$ cat src/hdl/cc3p_pkg.sv
package cc3p_pkg;

  localparam int CC3P_COORD_WIDTH = 32;
  localparam int CC3P_FRAC_BITS   = 16;

  // register index (byte address bit 2)
  localparam logic CC3P_REG_THRESHOLD = 1'b0;

  // per-coordinate control traveling with the data
  typedef struct packed {
    logic vld;
    logic degen;
    logic neg;
    logic big;
  } item_t;

endpackage

$ cat src/hdl/cc3p_round.sv
module cc3p_round import cc3p_pkg::*; #(
  parameter int W = CC3P_COORD_WIDTH
) (
  input  logic         clk,
  input  logic         rst,
  input  logic         en,
  input  item_t        it_in,
  input  logic [W:0]   quo,
  input  logic         rem_nz,
  input  logic [W-1:0] base,
  output item_t        it_out,
  output logic [W-1:0] center,
  output logic         ovf
);

  localparam int QSW = W + 3;
  localparam logic signed [QSW-1:0] MAXV = {{4{1'b0}}, {(W-1){1'b1}}};
  localparam logic signed [QSW-1:0] MINV = {{4{1'b1}}, {(W-1){1'b0}}};
  localparam logic [W-1:0] MAXO = {1'b0, {(W-1){1'b1}}};
  localparam logic [W-1:0] MINO = {1'b1, {(W-1){1'b0}}};

  item_t                 it1;
  logic signed [QSW-1:0] qs1;
  logic [W-1:0]          b1;

  always_ff @(posedge clk) begin
    if (rst) begin
      it1 <= '0;
    end else if (en) begin
      it1 <= it_in;
    end
  end

  // negative side: floor of the signed quotient
  always_ff @(posedge clk) begin
    if (en) begin
      qs1 <= it_in.neg ? -(QSW'(quo) + QSW'(rem_nz)) : QSW'(quo);
      b1  <= base;
    end
  end

  logic signed [QSW-1:0] sum;
  assign sum = qs1 + QSW'($signed(b1));

  always_ff @(posedge clk) begin
    if (rst) begin
      it_out <= '0;
    end else if (en) begin
      it_out <= it1;
    end
  end

  always_ff @(posedge clk) begin
    if (en) begin
      if (it1.degen) begin
        center <= MAXO;
        ovf    <= 1'b0;
      end else if (it1.big) begin
        center <= it1.neg ? MINO : MAXO;
        ovf    <= 1'b1;
      end else if (sum > MAXV) begin
        center <= MAXO;
        ovf    <= 1'b1;
      end else if (sum < MINV) begin
        center <= MINO;
        ovf    <= 1'b1;
      end else begin
        center <= sum[W-1:0];
        ovf    <= 1'b0;
      end
    end
  end

endmodule

$ cat config.mk
export PLATFORM = sky130hd
export DESIGN_NAME = cc3p_round
export DESIGN_NICKNAME = d
export VERILOG_FILES = /design/src/hdl/cc3p_pkg.sv /design/src/hdl/cc3p_round.sv
export SDC_FILE = /design/constraint.sdc
export NUM_CORES = 1
export LEC_CHECK = 0
export ABC_CLOCK_PERIOD_IN_PS = 3800
export BUFFER_PORTS_ARGS = -buffer_cell sky130_fd_sc_hd__buf_2
export CORE_AREA = 2 2 135 137
export CTS_BUF_LIST = sky130_fd_sc_hd__clkbuf_8 sky130_fd_sc_hd__clkbuf_16
export DETAILED_ROUTE_END_ITERATION = 16
export DIE_AREA = 0 0 137 139
export GPL_TIMING_DRIVEN = 0
export SETUP_SLACK_MARGIN = 0.2
export SLEW_MARGIN = 25
export SYNTH_ARGS = -nofsm -noshare
export SYNTH_HDL_FRONTEND = slang
export SYNTH_SLANG_ARGS = --single-unit
$ cat constraint.sdc
create_clock -name clk -period 3.8 [get_ports clk]
set_input_delay 0 -clock clk [delete_from_list [all_inputs] [get_ports clk]]
set_output_delay 0 -clock clk [all_outputs]
set_load 0.05 [all_outputs]
==> impl_metrics.ini <==
[outcome]
status = complete, no violations

[setup_path]
critPathCapture = center[25]$_SDFFCE_PP1P_
slowest_stage = fa_1
rr_worst_depth = 14
critPathMaxStageDelay_ps = 410
setup.worst_path.end_class = flop
crit_path_start = qs1[0]$_DFFE_PP_
worstPathArrival_ps = 3580
setup.worst_path.class = reg -> reg
r2r-start = qs1[0]$_DFFE_PP_
cp.required_ps = 3990
path_max_fanout = 10
worstReg2RegEnd = center[25]$_SDFFCE_PP1P_
reg2reg_slack_ps = 400
critPathLaunchType = flop
crit_path_cell_trace = ha_1, inv_1, fa_1, nor2b_2, o31ai_2, a211oi_2, a31o_2, a41oi_2, o21ai_1, xnor2_1, or3_1, a21o_1, clkbuf_2, o21ai_0

[routing]
drt_iter0_markers = 374
ant_nets = 0
wl_mm = 16.7
drc = 0
vias_per_cell = 5.06
wire_per_inst_um = 14.5
dr.pass1.iters = 5
vias = 5839

[pwr]
ir_drop_mv = 0.281
powerDensity_nw_per_um2 = 473
p_leak_nw = 3.89

[flow_run]
cap_violations = 0

[synth]
ys_ff_latch = 108
synthesis.area_um2 = 7470
async_flop_share_pct = 0
ys_seq_area_share_pct = 42.3
synth_edf_count = 100
yosys_warnings = 0
synth_fp_nets = 903
ys.flop_type = edfxtp_1
synth_cells = 759
synthDistinctLibCells = 62
avgSynthCellArea_um2 = 9.84

[grt]
first_global_vias = 5385
grt_antenna_before_repair = 1
grt_pass1_wl_mm = 27.1
grt-ovfl-total = 0
grt_max_degree = 54
grt.total_usage_pct = 17.8

[worst_hold_path]
hp-class = in -> reg

[sta]
fmax_mhz = 294
rsz0062_at_grt = yes
hold_slack_ps = 9.92
setup_tns_ps = 0
hold_viol = 0
drv_slew = 0
period_share_pct = 89.4
worst_pin_slew_ps = 750
fin_skew_ps = 10.3
fin_ws_ps = 402
period_needed_ps = 3400
setup_violations = 0
relSlewSlack_pct = 50.0

[placement]
dp.cells = 1097
pre_cts_slack_ps = -98.1
gp_routability_congestion = 0.885
portBuffers = 108
place_hpwl_mm = 13.0

[final_layout]
final_nets = 1063
layout_commonest_cell = buf_2
layout-drive-gt1-share_pct = 17.3
fin_util_pct = 51.6
layout.cells.non_filler = 1153
area_growth_pct = 21.9
final_cell_mix = buf_2 (109), edfxtp_1 (100), o21ai_0 (73)

[floorplan]
die_area_um2 = 19000
core_um2 = 17700
die_h_um = 139
num_rows = 49
pin_count = 110
dieWidth_um = 137
initial_utilization_pct = 42.3

[clocking]
clk_path_buf_depth = 2
cts_tree = done
cts_sinks = 108
cts.clk_slew.worst_paths_ps = 70
cts-root-buf = clkbuf_16
htreeDepth = 3
cts-buffers-inserted = 9
insertion_delay_ps = 350
synthesized netlist by cell type (all sizes together), types with 2 or more instances:
cell    number  area (µm²)
nor3b        2        15.0
a211o        4        35.0
a211oi       7        52.6
buf          3        11.3
dfxtp        8         160
ha          70         876
nor4         5        31.3
xor2        22         193
clkbuf      22        82.6
mux2i       15         150
and3         5        31.3
o211ai       6        45.0
nand2       67         251
a21o        24         183
xnor2       36         315
a21bo        2        20.0
nand3       18        90.1
o21ai       86         430
a31oi        9        86.3
a21boi       3        22.5
a21oi       71         355
edfxtp     100        3000
a31o         3        35.0
nor2b        4        25.0
nand4        4        25.0
inv         60         225
mux2         2        22.5
and2         8        50.1
o221ai       2        17.5
or3          4        25.0
nor3         8        45.0
nand2b       4        25.0
nor2        31         116
or2          3        18.8
a41oi        3        45.1
o21bai      10        75.1
o21a         9        67.6
logic make-up (layout without fill, tap and decap cells):
group / after synthesis / count (layout) / share of synthesized area, %
XOR/XNOR: 58 / 58 / 6.80
AO/OA/AOI/OAI: 252 / 252 / 21.6
flip-flops: 108 / 108 / 42.3
adder cells (fa/ha/maj): 71 / 71 / 12.0
multiplexers: 17 / 17 / 2.31
AND/OR/NAND/NOR: 168 / 168 / 10.7
other: 0 / 1 / 0
buffers and inverters: 85 / 249 / 4.27
flip-flops by register name, indices dropped and copies added, names as in the netlist:
signal / flops
center: 32
b1: 32
ovf: 1
qs1: 35
it1: 4
it_out: 4
critical path, delay by kind of cell, from the launching register on:
kind | cells | cell delay (ps)
AND/OR/NAND/NOR | 2 | 520
AO/OA/AOI/OAI | 7 | 1400
XOR/XNOR | 1 | 100
adder cells (fa/ha/maj) | 2 | 610
buffers and inverters | 2 | 270
flip-flops | 1 | 340
through the flow:
step                area [µm²]  total power, mW
CTS                       9050             4.31
finish                    9100             4.31
global placement          8300             3.27
global route              9100             4.59
detailed placement        8330             3.28
floorplan                 7470             2.88
metal layers:
metal | GRT usage [%] | share of wire (%)
met4 | 5.15 | 1.8
met3 | 2.38 | 3.8
met1 | 26.8 | 51
met2 | 26.6 | 43
met5 | 0 | 0
area by class of cell:
cell class | instances | area, µm²
fill | 1648 | 8550
multi-input combinational | 566 | 4040
sequential | 108 | 3160
timing repair buffer | 149 | 972
tap | 229 | 287
clock buffer | 9 | 225
inverter | 60 | 225
buffer | 25 | 106
clock inverter | 6 | 86.3
antenna | 1 | 2.50
how the worst min path moves through the flow:
stage,start,to,cells past startpoint
floorplan,base[0],b1[0]$_DFFE_PP_,0
finish,quo[31],qs1[31]$_DFFE_PP_,3
global placement,base[1],b1[1]$_DFFE_PP_,1
CTS,quo[21],qs1[21]$_DFFE_PP_,2
global route,quo[28],qs1[28]$_DFFE_PP_,2
detailed placement,base[2],b1[2]$_DFFE_PP_,1
power breakdown:
| group | internal (mW) | total [mW] | switching (mW) |
|---|---|---|---|
| combinational | 0.625 | 1.75 | 1.12 |
| clock | 0.575 | 0.977 | 0.403 |
| sequential | 1.53 | 1.58 | 0.0490 |
| total | 2.73 | 4.31 | 1.57 |
repair_timing:
action	in CTS	in global routing
buffers inserted	0	1
resized for setup	10	24
pin swaps	1	3
endpoints found under the hold margin	40	0
cloned	0	0
endpoints found under the setup margin	31	31
hold buffers	39	0
No activity file was read; power rests on OpenSTA's default activity.
